File: src/hdl/aegc_pkg.sv
`timescale 1ns / 1ps
package aegc_pkg;

	localparam int QDEPTH = 4;
	localparam int QAW = $clog2(QDEPTH);
	localparam int QCW = $clog2(QDEPTH + 1);

	localparam logic [1:0] DEC_NONE = 2'd0;
	localparam logic [1:0] DEC_GZIP = 2'd1;
	localparam logic [1:0] DEC_WILD = 2'd2;

	// character flags decoded once at the front
	typedef struct packed {
		logic is_comma;
		logic is_semi;
		logic is_eq;
		logic is_ws;
		logic is_star;
		logic is_zero;
		logic is_nzdig;
		logic lc_q;
		logic lc_g;
		logic lc_z;
		logic lc_i;
		logic lc_p;
		logic lc_x;
		logic is_dash;
	} byte_class_t;

	typedef struct packed {
		logic        present;
		logic        last;
		byte_class_t cls;
	} byte_item_t;

	function automatic byte_class_t classify(input logic [7:0] c);
		logic [7:0]  lc;
		byte_class_t r;
		lc = (c >= 8'h41 && c <= 8'h5A) ? c + 8'd32 : c;
		r.is_comma = (c == 8'h2C);
		r.is_semi  = (c == 8'h3B);
		r.is_eq    = (c == 8'h3D);
		r.is_ws    = (c == 8'h20) || (c >= 8'h09 && c <= 8'h0D);
		r.is_star  = (c == 8'h2A);
		r.is_zero  = (c == 8'h30);
		r.is_nzdig = (c >= 8'h31 && c <= 8'h39);
		r.lc_q     = (lc == 8'h71);
		r.lc_g     = (lc == 8'h67);
		r.lc_z     = (lc == 8'h7A);
		r.lc_i     = (lc == 8'h69);
		r.lc_p     = (lc == 8'h70);
		r.lc_x     = (lc == 8'h78);
		r.is_dash  = (c == 8'h2D);
		return r;
	endfunction

endpackage

File: src/hdl/accept_encoding_gzip_check_top.sv
`timescale 1ns / 1ps
// channel | handshake           | payload
// --------+---------------------+-----------------------------------------
// input   | in_valid / in_stall | header_byte[7:0], byte_present, final_byte
// output  | out_valid/out_stall | accepts_gzip, decided_by[1:0]
//
// One header byte is taken per cycle while in_stall is low.
// out_valid rises once the final byte has passed the front classify register and one queue
// slot and then loaded the output register.
// Reset is asynchronous and clears all control state; there is no clearing pass.
// out_stall holds the result; the back keeps consuming bytes until the next final
// byte reaches the queue head, then the queue fills and only then in_stall rises.
module accept_encoding_gzip_check_top import aegc_pkg::*; (
	input  logic       clk,
	input  logic       arst_n,
	input  logic       in_valid,
	output logic       in_stall,
	input  logic [7:0] header_byte,
	input  logic       byte_present,
	input  logic       final_byte,
	output logic       out_valid,
	input  logic       out_stall,
	output logic       accepts_gzip,
	output logic [1:0] decided_by
);

	logic       q_full;
	logic       q_push;
	byte_item_t q_item;
	logic       q_pop;
	logic       q_empty;
	byte_item_t q_head;

	aegc_front u_front (
		.clk          (clk),
		.arst_n       (arst_n),
		.in_valid     (in_valid),
		.in_stall     (in_stall),
		.header_byte  (header_byte),
		.byte_present (byte_present),
		.final_byte   (final_byte),
		.q_full       (q_full),
		.q_push       (q_push),
		.q_item       (q_item)
	);

	aegc_queue u_queue (
		.clk       (clk),
		.arst_n    (arst_n),
		.push      (q_push),
		.push_item (q_item),
		.full      (q_full),
		.pop       (q_pop),
		.empty     (q_empty),
		.head      (q_head)
	);

	aegc_back u_back (
		.clk          (clk),
		.arst_n       (arst_n),
		.q_empty      (q_empty),
		.q_head       (q_head),
		.q_pop        (q_pop),
		.out_valid    (out_valid),
		.out_stall    (out_stall),
		.accepts_gzip (accepts_gzip),
		.decided_by   (decided_by)
	);

endmodule

File: src/hdl/aegc_front.sv
`timescale 1ns / 1ps
module aegc_front import aegc_pkg::*; (
	input  logic       clk,
	input  logic       arst_n,
	input  logic       in_valid,
	output logic       in_stall,
	input  logic [7:0] header_byte,
	input  logic       byte_present,
	input  logic       final_byte,
	input  logic       q_full,
	output logic       q_push,
	output byte_item_t q_item
);

	logic       valid_s1;
	byte_item_t item_s1;
	logic       advance;

	// stage moves on when empty or when its item enters the queue this cycle
	assign advance  = !valid_s1 || !q_full;
	assign in_stall = !advance;
	assign q_push   = valid_s1 && !q_full;
	assign q_item   = item_s1;

	always_ff @(posedge clk or negedge arst_n) begin
		if (!arst_n) begin
			valid_s1 <= 1'b0;
		end else if (advance) begin
			valid_s1 <= in_valid;
		end
	end

	always_ff @(posedge clk) begin
		if (advance && in_valid) begin
			item_s1.present <= byte_present;
			item_s1.last    <= final_byte;
			item_s1.cls     <= classify(header_byte);
		end
	end

endmodule

File: src/hdl/aegc_queue.sv
`timescale 1ns / 1ps
module aegc_queue import aegc_pkg::*; (
	input  logic       clk,
	input  logic       arst_n,
	input  logic       push,
	input  byte_item_t push_item,
	output logic       full,
	input  logic       pop,
	output logic       empty,
	output byte_item_t head
);

	byte_item_t           slot_q [QDEPTH];
	logic [QAW-1:0]       wr_ptr_q;
	logic [QAW-1:0]       rd_ptr_q;
	logic [QCW-1:0]       count_q;

	assign full  = (count_q == QCW'(QDEPTH));
	assign empty = (count_q == '0);
	assign head  = slot_q[rd_ptr_q];

	always_ff @(posedge clk or negedge arst_n) begin
		if (!arst_n) begin
			wr_ptr_q <= '0;
			rd_ptr_q <= '0;
			count_q  <= '0;
		end else begin
			if (push) begin
				wr_ptr_q <= (wr_ptr_q == QAW'(QDEPTH - 1)) ? '0 : wr_ptr_q + 1'b1;
			end
			if (pop) begin
				rd_ptr_q <= (rd_ptr_q == QAW'(QDEPTH - 1)) ? '0 : rd_ptr_q + 1'b1;
			end
			if (push && !pop) begin
				count_q <= count_q + 1'b1;
			end else if (pop && !push) begin
				count_q <= count_q - 1'b1;
			end
		end
	end

	always_ff @(posedge clk) begin
		if (push) begin
			slot_q[wr_ptr_q] <= push_item;
		end
	end

endmodule

File: src/hdl/aegc_back.sv
`timescale 1ns / 1ps
module aegc_back import aegc_pkg::*; (
	input  logic       clk,
	input  logic       arst_n,
	input  logic       q_empty,
	input  byte_item_t q_head,
	output logic       q_pop,
	output logic       out_valid,
	input  logic       out_stall,
	output logic       accepts_gzip,
	output logic [1:0] decided_by
);

	typedef enum logic [3:0] {
		PH_TOKEN  = 4'b0001,
		PH_NAME   = 4'b0010,
		PH_QVALUE = 4'b0100,
		PH_SKIP   = 4'b1000
	} phase_t;

	localparam logic [1:0] TC_NONE = 2'd0;
	localparam logic [1:0] TC_GZIP = 2'd1;
	localparam logic [1:0] TC_WILD = 2'd2;

	localparam logic [1:0] NS_EMPTY = 2'd0;
	localparam logic [1:0] NS_Q     = 2'd1;
	localparam logic [1:0] NS_OTHER = 2'd2;

	localparam logic [1:0] VS_EMPTY = 2'd0;
	localparam logic [1:0] VS_ZERO  = 2'd1;
	localparam logic [1:0] VS_OTHER = 2'd2;

	typedef struct packed {
		phase_t     phase;
		logic [2:0] pos;
		logic [2:0] cand;
		logic       gap;
		logic [1:0] name_st;
		logic [1:0] val_st;
		logic       nz;
		logic       qs;
		logic       qr;
		logic       wseen;
		logic       wref;
		logic       dec;
		logic       acc;
	} pstate_t;

	function automatic pstate_t entry_reset(input pstate_t s);
		pstate_t r;
		r         = s;
		r.phase   = PH_TOKEN;
		r.pos     = 3'd0;
		r.cand    = 3'b111;
		r.gap     = 1'b0;
		r.name_st = NS_EMPTY;
		r.val_st  = VS_EMPTY;
		r.nz      = 1'b0;
		r.qs      = 1'b0;
		r.qr      = 1'b0;
		return r;
	endfunction

	function automatic pstate_t header_reset();
		pstate_t r;
		r       = '0;
		r       = entry_reset(r);
		r.wseen = 1'b0;
		r.wref  = 1'b0;
		r.dec   = 1'b0;
		r.acc   = 1'b0;
		return r;
	endfunction

	function automatic logic [1:0] token_class(input pstate_t s);
		logic [1:0] r;
		if (s.phase != PH_TOKEN) begin
			r = s.cand[1:0];
		end else if ((s.cand[0] && s.pos == 3'd4) || (s.cand[1] && s.pos == 3'd6)) begin
			r = TC_GZIP;
		end else if (s.cand[2] && s.pos == 3'd1) begin
			r = TC_WILD;
		end else begin
			r = TC_NONE;
		end
		return r;
	endfunction

	function automatic pstate_t settle_quality(input pstate_t s);
		pstate_t r;
		r    = s;
		r.qs = 1'b1;
		r.qr = (s.val_st == VS_ZERO) && !s.nz;
		return r;
	endfunction

	function automatic pstate_t end_entry(input pstate_t s);
		pstate_t    r;
		logic [1:0] cls;
		logic       refused;
		r = s;
		if (r.phase == PH_QVALUE) begin
			r = settle_quality(r);
		end
		cls     = token_class(r);
		refused = r.qs & r.qr;
		if (cls == TC_GZIP) begin
			r.dec = 1'b1;
			r.acc = !refused;
		end else if (cls == TC_WILD) begin
			r.wseen = 1'b1;
			r.wref  = refused;
		end
		return entry_reset(r);
	endfunction

	function automatic pstate_t take_byte(input pstate_t s, input byte_class_t c);
		pstate_t    r;
		logic [2:0] keep;
		r    = s;
		keep = 3'b000;
		if (c.is_comma) begin
			r = end_entry(s);
		end else begin
			unique case (s.phase)
				PH_TOKEN: begin
					if (c.is_semi) begin
						r.cand    = {1'b0, token_class(s)};
						r.phase   = PH_NAME;
						r.name_st = NS_EMPTY;
					end else if (c.is_ws) begin
						if (s.pos != 3'd0) begin
							r.gap = 1'b1;
						end
					end else begin
						if (!s.gap) begin
							case (s.pos)
								3'd0: keep = {c.is_star, c.lc_x, c.lc_g};
								3'd1: keep = {1'b0, c.is_dash, c.lc_z};
								3'd2: keep = {1'b0, c.lc_g, c.lc_i};
								3'd3: keep = {1'b0, c.lc_z, c.lc_p};
								3'd4: keep = {1'b0, c.lc_i, 1'b0};
								3'd5: keep = {1'b0, c.lc_p, 1'b0};
								default: keep = 3'b000;
							endcase
						end
						r.cand = s.cand & keep;
						if (s.pos != 3'd7) begin
							r.pos = s.pos + 3'd1;
						end
					end
				end
				PH_NAME: begin
					if (c.is_semi) begin
						r.name_st = NS_EMPTY;
					end else if (c.is_eq) begin
						r.phase  = (s.name_st == NS_Q && !s.qs) ? PH_QVALUE : PH_SKIP;
						r.val_st = VS_EMPTY;
						r.nz     = 1'b0;
					end else if (!c.is_ws) begin
						r.name_st = (s.name_st == NS_EMPTY && c.lc_q) ? NS_Q : NS_OTHER;
					end
				end
				PH_QVALUE: begin
					if (c.is_semi) begin
						r         = settle_quality(s);
						r.phase   = PH_NAME;
						r.name_st = NS_EMPTY;
					end else if (!c.is_ws) begin
						if (s.val_st == VS_EMPTY) begin
							r.val_st = c.is_zero ? VS_ZERO : VS_OTHER;
						end
						if (c.is_nzdig) begin
							r.nz = 1'b1;
						end
					end
				end
				PH_SKIP: begin
					if (c.is_semi) begin
						r.phase   = PH_NAME;
						r.name_st = NS_EMPTY;
					end
				end
				default: r = s;
			endcase
		end
		return r;
	endfunction

	pstate_t    st_q;
	pstate_t    st_n;
	pstate_t    st_w;
	logic       out_valid_q;
	logic       accepts_gzip_q;
	logic [1:0] decided_by_q;
	logic       load;
	logic       res_acc;
	logic [1:0] res_dec;

	// only a final item needs the output register; hold it while a result waits
	assign q_pop = !q_empty && !(q_head.last && out_valid_q && out_stall);
	assign load  = q_pop && q_head.last;

	always_comb begin
		st_w = st_q;
		if (q_head.present && !st_q.dec) begin
			st_w = take_byte(st_q, q_head.cls);
		end
		if (!st_w.dec) begin
			st_w = end_entry(st_w);
		end
		if (st_w.dec) begin
			res_acc = st_w.acc;
			res_dec = DEC_GZIP;
		end else if (st_w.wseen) begin
			res_acc = !st_w.wref;
			res_dec = DEC_WILD;
		end else begin
			res_acc = 1'b0;
			res_dec = DEC_NONE;
		end

		st_n = st_q;
		if (q_pop) begin
			if (q_head.last) begin
				st_n = header_reset();
			end else if (q_head.present && !st_q.dec) begin
				st_n = take_byte(st_q, q_head.cls);
			end
		end
	end

	always_ff @(posedge clk or negedge arst_n) begin
		if (!arst_n) begin
			st_q        <= header_reset();
			out_valid_q <= 1'b0;
		end else begin
			st_q <= st_n;
			if (load) begin
				out_valid_q <= 1'b1;
			end else if (!out_stall) begin
				out_valid_q <= 1'b0;
			end
		end
	end

	always_ff @(posedge clk) begin
		if (load) begin
			accepts_gzip_q <= res_acc;
			decided_by_q   <= res_dec;
		end
	end

	assign out_valid    = out_valid_q;
	assign accepts_gzip = accepts_gzip_q;
	assign decided_by   = decided_by_q;

endmodule
File: config.mk
export PLATFORM = sky130hd
export DESIGN_NAME = accept_encoding_gzip_check_top
export DESIGN_NICKNAME = d
export VERILOG_FILES = /design/src/hdl/aegc_pkg.sv /design/src/hdl/accept_encoding_gzip_check_top.sv /design/src/hdl/aegc_front.sv /design/src/hdl/aegc_queue.sv /design/src/hdl/aegc_back.sv
export SDC_FILE = /design/constraint.sdc
export NUM_CORES = 1
export LEC_CHECK = 0
export ABC_AREA = 1
export BUFFER_PORTS_ARGS = -buffer_cell sky130_fd_sc_hd__buf_2
export CORE_MARGIN = 10
export CORE_UTILIZATION = 40
export CTS_BUF_LIST = sky130_fd_sc_hd__clkbuf_8
export DETAILED_ROUTE_END_ITERATION = 10
export HOLD_SLACK_MARGIN = 0.06
export PLACE_DENSITY = 0.63
export SYNTH_ARGS = -nofsm -noshare
export SYNTH_HDL_FRONTEND = slang
export SYNTH_SLANG_ARGS = --single-unit
export TNS_END_PERCENT = 50
File: constraint.sdc
create_clock -name clk -period 2.13 [get_ports clk]
set_input_delay 0.3195 -clock clk [delete_from_list [all_inputs] [get_ports clk]]
set_output_delay 0.3195 -clock clk [all_outputs]
set_load 0.05 [all_outputs]
==> summary.log, run 1 <==
[worst_setup_path] Crit Reg-Reg Startpoint u_queue.rd_ptr_q[0]$_DFFE_PN0P_
[power_and_ir_drop] power density over cell area 1689 nW/um^2
[global_route] pin count of the biggest net entering global routing 32
[sta] Max Slew Vio Count 0
[final_layout] layout-stage area growth over the synthesis result 37.34%
[worst_setup_path] reg-to-reg critical path endpoint u_back.accepts_gzip$_DFFE_PP_
[synthesis] number of instances in the synthesized netlist 639
[die] std cell rows 44
[sta] maximum clock frequency 408.4 MHz
[worst_setup_path] most frequent cell on the critical path nand2_1
[sta] final clock skew 0.01512 ns
[placed_design] RePlAce Congestion 0.8853
[worst_setup_path] end point of the critical path u_back.accepts_gzip$_DFFE_PP_
[global_route] global route total overflow 0
[worst_setup_path] Arr. time, crit path 2.66 ns
[sta] part of the cycle the worst path needs 115.0%
[worst_setup_path] startpoint of the worst setup timing path u_queue.rd_ptr_q[0]$_DFFE_PN0P_
[routing] average detailed-routed wire length per instance 15.08 um
[clock_tree] clock transition time at the flip-flop clock pins of the worst setup and hold paths 0.08 ns
[synthesis] Distinct cells, synth 43
[final_layout] final instance count without filler cells 1002
[clock_tree] Clock Sink Count 114
[sta] shortest period the worst path allows 2.449 ns
[routing] number of routed nets with antenna violations 0
[worst_setup_path] Worst setup EP type flip-flop
[final_layout] final net count 831
[synthesis] mean cell area of the mapped netlist 9.150 um^2
[clock_tree] Clock Latency Late Sink 0.46 ns
[sta] worst-case headroom to the max-slew limit 49.38%
[die] I/O pin total 19
[routing] total wire length after detailed routing 15110 um
[routing] number of DRC markers in iteration 0 374
[clock_tree] TritonCTS clock tree built
[worst_setup_path] sequence of cells on the critical path buf_6 -> nand2_1 -> nand3_2 -> nand2_4 -> nand2_8 -> nor2_4 -> nand2_1 -> o21ai_1 -> nand3_1 -> nor3_2 -> nand2_2 -> nand2_4 -> nand4_1 -> nand3_2 -> nand2_1
[sta] fin worst setup slack -0.3186 ns
[synthesis] most frequent cell after synthesis nand2_1
[worst_setup_path] critical path start-end classification reg2reg
[power_and_ir_drop] overall power after layout 13.56 mW
[power_and_ir_drop] Leakage 3.513 nW
[global_route] initial antenna violation count 0
[synthesis] ys async rst share 27.19%
[job] max-capacitance violation count 0
[placed_design] count of buffers from port buffering 18
[synthesis] Yosys reg bits 114
[synthesis] Seq/Total Area, Yosys 55.98%
[worst_setup_path] cell depth of the worst flop-to-flop path 15
[synthesis] largest cells by area after synthesis edfxtp_1 (43%), dfrtp_1 (12%), nand2_1 (10%), nand3_1 (6.0%), inv_1 (4.9%)
[hold_path] classification of the worst-slack hold path in2reg
[clock_tree] TritonCTS Buffers 17
[clock_tree] Clock Root Buffer clkbuf_8
[clock_tree] Clock Path Buffers 2
[final_layout] Fill cells 1216
[synthesis] syn_nets 665
[synthesis] count of warnings emitted by yosys 0
[placed_design] hpwl dp 10230 um
[worst_setup_path] launching element type of the critical path flip-flop
[status] violated checks negative setup slack
[synthesis] most used flip-flop cell after synthesis edfxtp_1
[sta] setup repair after global routing missed its margin yes
[sta] Final setup viols 7
[die] overall die area 19850 um^2
[routing] per-cell via count in the routed design 5.150
[routing] total number of vias 5160
[sta] measured slew at the worst slew-check pin 0.7593 ns
[clock_tree] H-tree depth 4
[die] width of the die 140.9 um
[synthesis] area of the mapped netlist 5847 um^2
[sta] total count of hold-check failures in the final report 0
[final_layout] fraction of final layout cells sized beyond drive strength 1 37.65%
[die] Initial Util 40.54%
[status] outcome finished, violations left
[synthesis] count of flip-flops with a built-in enable after synthesis 83
[worst_setup_path] crit-path max cell delay 0.49 ns
[die] vertical extent of the die 140.9 um
[synthesis] most frequent cells after synthesis nand2_1 (163), edfxtp_1 (83), inv_1 (76)
[die] total core area 14420 um^2
[worst_setup_path] critical-path maximum fanout 7
[routing] number of remaining DRC errors 0
[synthesis] top-area cell type share of the netlist area 42.63%
[power_and_ir_drop] maximum ir drop on the vdd rail 0.7604 mV
[global_route] overall fraction of global-route tracks in use 15.43%
[worst_setup_path] slowest stage cell, crit path dfrtp_2
[routing] number of iterations in the first detailed-routing pass 5
[synthesis] library cell with the largest summed area after synthesis edfxtp_1
[worst_setup_path] slack of the worst reg-to-reg path -0.32 ns
[worst_setup_path] required time of the worst setup path 2.34 ns
[global_route] number of global-route vias before repair 5203
[placed_design] number of placed cells counting well taps 932
[final_layout] antenna diode count 0
[global_route] first-pass GRT wire length 24780 um
==> where the power goes <==
part | total, mW | switching [mW] | leakage [nW] | internal (mW)
registers | 3.34 | 0.284 | 1.18 | 3.05
clock network | 2.08 | 1.00 | 0.202 | 1.07
logic | 8.15 | 4.60 | 2.13 | 3.55
total | 13.6 | 5.89 | 3.51 | 7.68
==> cells in the final DEF (no fill, tap or decap), types with 10 or more instances in the layout <==
cell type / n
a21oi_1: 10
buf_2: 19
buf_4: 118
buf_6: 16
clkbuf_8: 17
dfrtp_1: 26
edfxtp_1: 83
inv_1: 69
inv_2: 13
nand2_1: 137
nand2_2: 29
nand3_1: 54
nand3_2: 17
nand4_1: 10
nor2_1: 45
o21ai_0: 17
o21ai_1: 15
==> state kept, by name, summed over array words and instances (netlist names) <==
signal / cells
u_queue.slot_q: 64
u_back.st_q: 22
u_front.q_item: 16
u_queue.count_q: 3
u_back.decided_by: 2
u_queue.rd_ptr_q: 2
u_queue.wr_ptr_q: 2
u_back.accepts_gzip: 1
u_back.out_valid: 1
u_front.valid_s1: 1
==> through the flow <==
stage	TNS, ns	area (um^2)	utilization, %	setup WS (ns)	hold slack [ns]
after global routing	-2.030	8030	55.67	-0.4603	0.09211
after CTS	-0.5974	7761	53.81	-0.2073	0.07409
after detailed placement	-3.109	6853	47.51	-0.2938	0.4482
final	-0.8272	8030	55.67	-0.3186	0.09581
after global placement	-2.343	6853	47.51	-0.2522	0.4434
after floorplan	-0.02239	5852	-	-0.02239	0.02391
==> critical path: cells and delay by family, from the launching register on <==
kind                   cells  cell delay, ns
flip-flops                 1            0.49
buffers and inverters      1            0.16
AO/OA/AOI/OAI              1            0.13
AND/OR/NAND/NOR           13            1.42
==> area by class of cell <==
type	instances	area (um^2)	share of cell area, %
inverters	86	342.8	4.269
clock inverters	15	172.7	2.150
multi-input cells	424	2505	31.19
repair inverters	2	10.01	0.1246
well taps	184	230.2	2.867
flip-flops and latches	114	3274	40.78
clock buffers	17	234.0	2.914
repair buffers	160	1261	15.71
==> metal layers <==
| layer | GRT usage [%] | vias to the layer above | share of wire, % |
|---|---|---|---|
| met5 | 0 | - | 0 |
| met4 | 9.348 | 0 | 3.0 |
| met3 | 3.090 | 36 | 4.4 |
| met2 | 26.23 | 156 | 51 |
| met1 | 17.49 | 2476 | 41 |
| li1 | - | 2492 | - |
==> cell families after synthesis <==
family,after synthesis,share of synthesized area [%]
fa+ha+maj,12,2.696
simple gates,331,25.25
compound gates,78,7.875
flops,114,55.98
xor+xnor,3,0.4495
buf+inv,101,7.747
==> timing repair <==
item	in CTS	in global routing
hold endpoints to repair	30	0
setup buffers	27	7
hold buffers	4	0
endpoints found under the setup margin	30	30
pin swaps	43	31
gates resized for setup	82	58
gates cloned	3	1
==> worst min path at each step <==
stage | start | end | slack (ns) | depth (start not counted)
detailed placement | arst_n | u_back.st_q[1]$_DFFE_PN0P_ | 0.45 | 1
global placement | arst_n | u_back.st_q[1]$_DFFE_PN0P_ | 0.44 | 1
CTS | out_stall | u_back.out_valid$_DFFE_PN0P_ | 0.07 | 3
floorplan | arst_n | u_back.out_valid$_DFFE_PN0P_ | 0.02 | 0
global route | out_stall | u_back.out_valid$_DFFE_PN0P_ | 0.09 | 3
finish | out_stall | u_back.out_valid$_DFFE_PN0P_ | 0.1 | 3
No activity file was read; power rests on OpenSTA's default activity.
==> run 2: changes to the inputs <==
- ABC_AREA: 1 -> default
==> run 2 against run 1 <==
Effect of this change: the run still ends with negative setup slack left; critical path depth shrank 6; non-clock buffer count shrank 22; clock-buffer cell count is the same; flip-flop and latch count is the same; cell count shrank 20%; sequential share of layout area grew 3.0 points; worst hold slack gained 0.0039 ns; final area shrank 6.9%; clock skew grew 0.0046 ns; core utilization shrank 2.2 points; critical endpoint unchanged.
==> summary.log, run 2 <==
[global_route] initial antenna violation count 0
[sta] final-layout worst hold slack 0.09973 ns
[sta] part of the cycle the worst path needs 154.7%
[synthesis] count of flip-flops with a built-in enable after synthesis 83
[synthesis] mean cell area of the mapped netlist 12.15 um^2
[die] overall die area 19520 um^2
[routing] number of iterations in the first detailed-routing pass 5
[synthesis] Distinct cells, synth 69
[clock_tree] TritonCTS Buffers 17
[clock_tree] Clock Path Buffers 2
[worst_setup_path] critical-path maximum fanout 3
[final_layout] antenna diode count 0
[final_layout] max FFs per register 64
[final_layout] final cell utilization of the core 53.45%
[sta] fin worst setup slack -1.164 ns
[global_route] overall fraction of global-route tracks in use 13.84%
[clock_tree] H-tree depth 4
[final_layout] most frequent standard cell in the layout excluding fill and tap cells buf_4
[clock_tree] Clock Root Buffer clkbuf_8
[sta] Max Slew Vio Count 0
[routing] number of remaining DRC errors 0
[routing] total wire length after detailed routing 13450 um
[power_and_ir_drop] maximum ir drop on the vdd rail 0.6305 mV
[synthesis] count of warnings emitted by yosys 0
[job] max-capacitance violation count 0
[synthesis] syn_nets 498
[sta] final clock skew 0.01973 ns
[global_route] global routing usage on met2 22.87%
[synthesis] most frequent cell after synthesis edfxtp_1
[die] Initial Util 40.99%
[global_route] met1 Usage GRT 16.88%
[placed_design] hpwl dp 9420 um
[clock_tree] TritonCTS clock tree built
[placed_design] count of buffers from port buffering 18
[global_route] met3 GRT Util 3.062%
[final_layout] layout-stage area growth over the synthesis result 30.39%
[global_route] pin count of the biggest net entering global routing 32
[final_layout] register containing the most flip-flops in the final layout u_queue.slot_q
[synthesis] area of the mapped netlist 5734 um^2
[final_layout] final net count 631
[synthesis] Yosys reg bits 114
[worst_setup_path] Worst setup EP type flip-flop
[routing] number of routed nets with antenna violations 0
[worst_setup_path] launching element type of the critical path flip-flop
[status] violated checks negative setup slack
[final_layout] fraction of final layout cells sized beyond drive strength 1 37.06%
[global_route] layer carrying the most global-route usage met2
[sta] worst-case headroom to the max-slew limit 49.86%
[worst_setup_path] Arr. time, crit path 3.48 ns
[worst_setup_path] Crit Reg-Reg Startpoint u_back.st_q[18]$_DFFE_PN1P_
[sta] total count of hold-check failures in the final report 0
[synthesis] Seq/Total Area, Yosys 57.08%
[sta] shortest period the worst path allows 3.294 ns
[power_and_ir_drop] power density over cell area 1548 nW/um^2
[global_route] number of global-route vias before repair 4464
[clock_tree] clock transition time at the flip-flop clock pins of the worst setup and hold paths 0.09 ns
[final_layout] final instance count without filler cells 798
[synthesis] number of instances in the synthesized netlist 472
[clock_tree] Clock Latency Late Sink 0.44 ns
[sta] Final setup viols 31
[worst_setup_path] critical path start-end classification reg2reg
[synthesis] ys async rst share 27.19%
[worst_setup_path] slack of the worst reg-to-reg path -1.16 ns
[global_route] first-pass GRT wire length 22050 um
[placed_design] number of placed cells counting well taps 743
[routing] number of DRC markers in iteration 0 251
[die] width of the die 139.7 um
[placed_design] RePlAce Congestion 0.8772
[hold_path] hold wc startpoint in_valid
[worst_setup_path] startpoint of the worst setup timing path u_back.st_q[18]$_DFFE_PN1P_
[synthesis] most frequent cells after synthesis edfxtp_1 (83), nor2_1 (42), nand2_1 (37)
[synthesis] library cell with the largest summed area after synthesis edfxtp_1
[synthesis] most used flip-flop cell after synthesis edfxtp_1
[hold_path] classification of the worst-slack hold path in2reg
[synthesis] largest cells by area after synthesis edfxtp_1 (43%), dfrtp_1 (12%), mux4_2 (5.5%), nor2_1 (2.7%), o21ai_0 (2.6%)
[sta] setup repair after global routing missed its margin yes
[routing] per-cell via count in the routed design 5.398
[die] vertical extent of the die 139.7 um
[die] total core area 13990 um^2
[global_route] global route total overflow 0
[status] outcome finished, violations left
[sta] maximum clock frequency 303.5 MHz
[power_and_ir_drop] Leakage 2.987 nW
[die] I/O pin total 19
[routing] total number of vias 4308
[die] std cell rows 43
[worst_setup_path] required time of the worst setup path 2.31 ns
[sta] measured slew at the worst slew-check pin 0.7522 ns
[final_layout] most used cells in the layout excluding fill and tap cells buf_4 (108), edfxtp_1 (83), nor2_1 (40)
[routing] average detailed-routed wire length per instance 16.85 um
[clock_tree] Clock Sink Count 114
[synthesis] top-area cell type share of the netlist area 43.46%
[run 2: worst max-delay path: stages, from the launching register on]
cell      delay (ns)
dfstp_2         0.53
or4b_4          0.47
or3_4           0.37
nor3b_2         0.20
mux2_4          0.32
a311o_1         0.27
or3_4           0.35
o22ai_2         0.19
mux2i_1         0.24
o211ai_2        0.10
[run 2: area by class of cell]
| type | instances | area (um^2) |
|---|---|---|
| clock inverter | 15 | 183.9 |
| inverter | 17 | 63.81 |
| clock buffer | 17 | 234.0 |
| multi-input combinational | 317 | 2446 |
| tap | 180 | 225.2 |
| fill | 1194 | 6511 |
| sequential | 114 | 3274 |
| timing repair buffer | 138 | 1050 |
[run 2: layer usage]
metal | share of wire, % | wire (um) | vias up
li1 | - | - | 2062
met1 | 46 | 6223 | 2153
met2 | 49 | 6598 | 72
met3 | 2.6 | 343 | 21
met4 | 2.1 | 285 | 0
met5 | 0 | 0 | -
[run 2: logic make-up (layout without fill, tap and decap cells)]
group / after synthesis / count (layout) / share of synthesized area [%]
DFF: 114 / 114 / 57.08
adders and majority gates: 12 / 12 / 2.749
AOI/OAI and AO/OA: 103 / 103 / 12.18
buffers and inverters: 41 / 187 / 3.033
and+or+nand+nor: 163 / 163 / 15.06
xor gates and xnor gates: 5 / 5 / 0.7638
muxes: 34 / 34 / 9.142
[run 2: where the power goes]
group / switching [mW] / leakage, nW / internal (mW)
Sequential: 0.242 / 1.18 / 3.02
Combinational: 3.11 / 1.60 / 3.04
Clock: 1.06 / 0.208 / 1.10
Total: 4.41 / 2.99 / 7.16
[run 2: timing repair]
action / CTS / global route
hold buffers: 3 / 0
endpoints found under the hold margin: 29 / 0
pin swaps: 11 / 9
buffers inserted: 20 / 2
setup endpoints to repair: 32 / 34
gates cloned: 0 / 0
gates resized for setup: 24 / 17
[run 2: path summary, 6_finish.rpt]
check	endpoint	cells past startpoint
min reg2reg	u_queue.slot_q[2][5]$_DFFE_PP_	0
min in group asynchronous	u_back.st_q[3]$_DFFE_PN0P_	2
max reg2reg	u_back.accepts_gzip$_DFFE_PP_	9
max in group asynchronous	u_queue.rd_ptr_q[0]$_DFFE_PN0P_	2
min	u_front.valid_s1$_DFFE_PN0N_	2
max	u_back.accepts_gzip$_DFFE_PP_	9
[run 2: stage by stage]
step	instance area, um^2	TNS (ns)	total power [mW]	setup WS, ns
detailed placement	6695	-11.38	8.511	-1.316
global route	7477	-13.60	12.32	-1.241
finish	7477	-9.489	11.57	-1.164
floorplan	5756	-11.63	6.336	-1.299
global placement	6695	-10.75	8.383	-1.246
CTS	7401	-10.73	11.37	-1.168
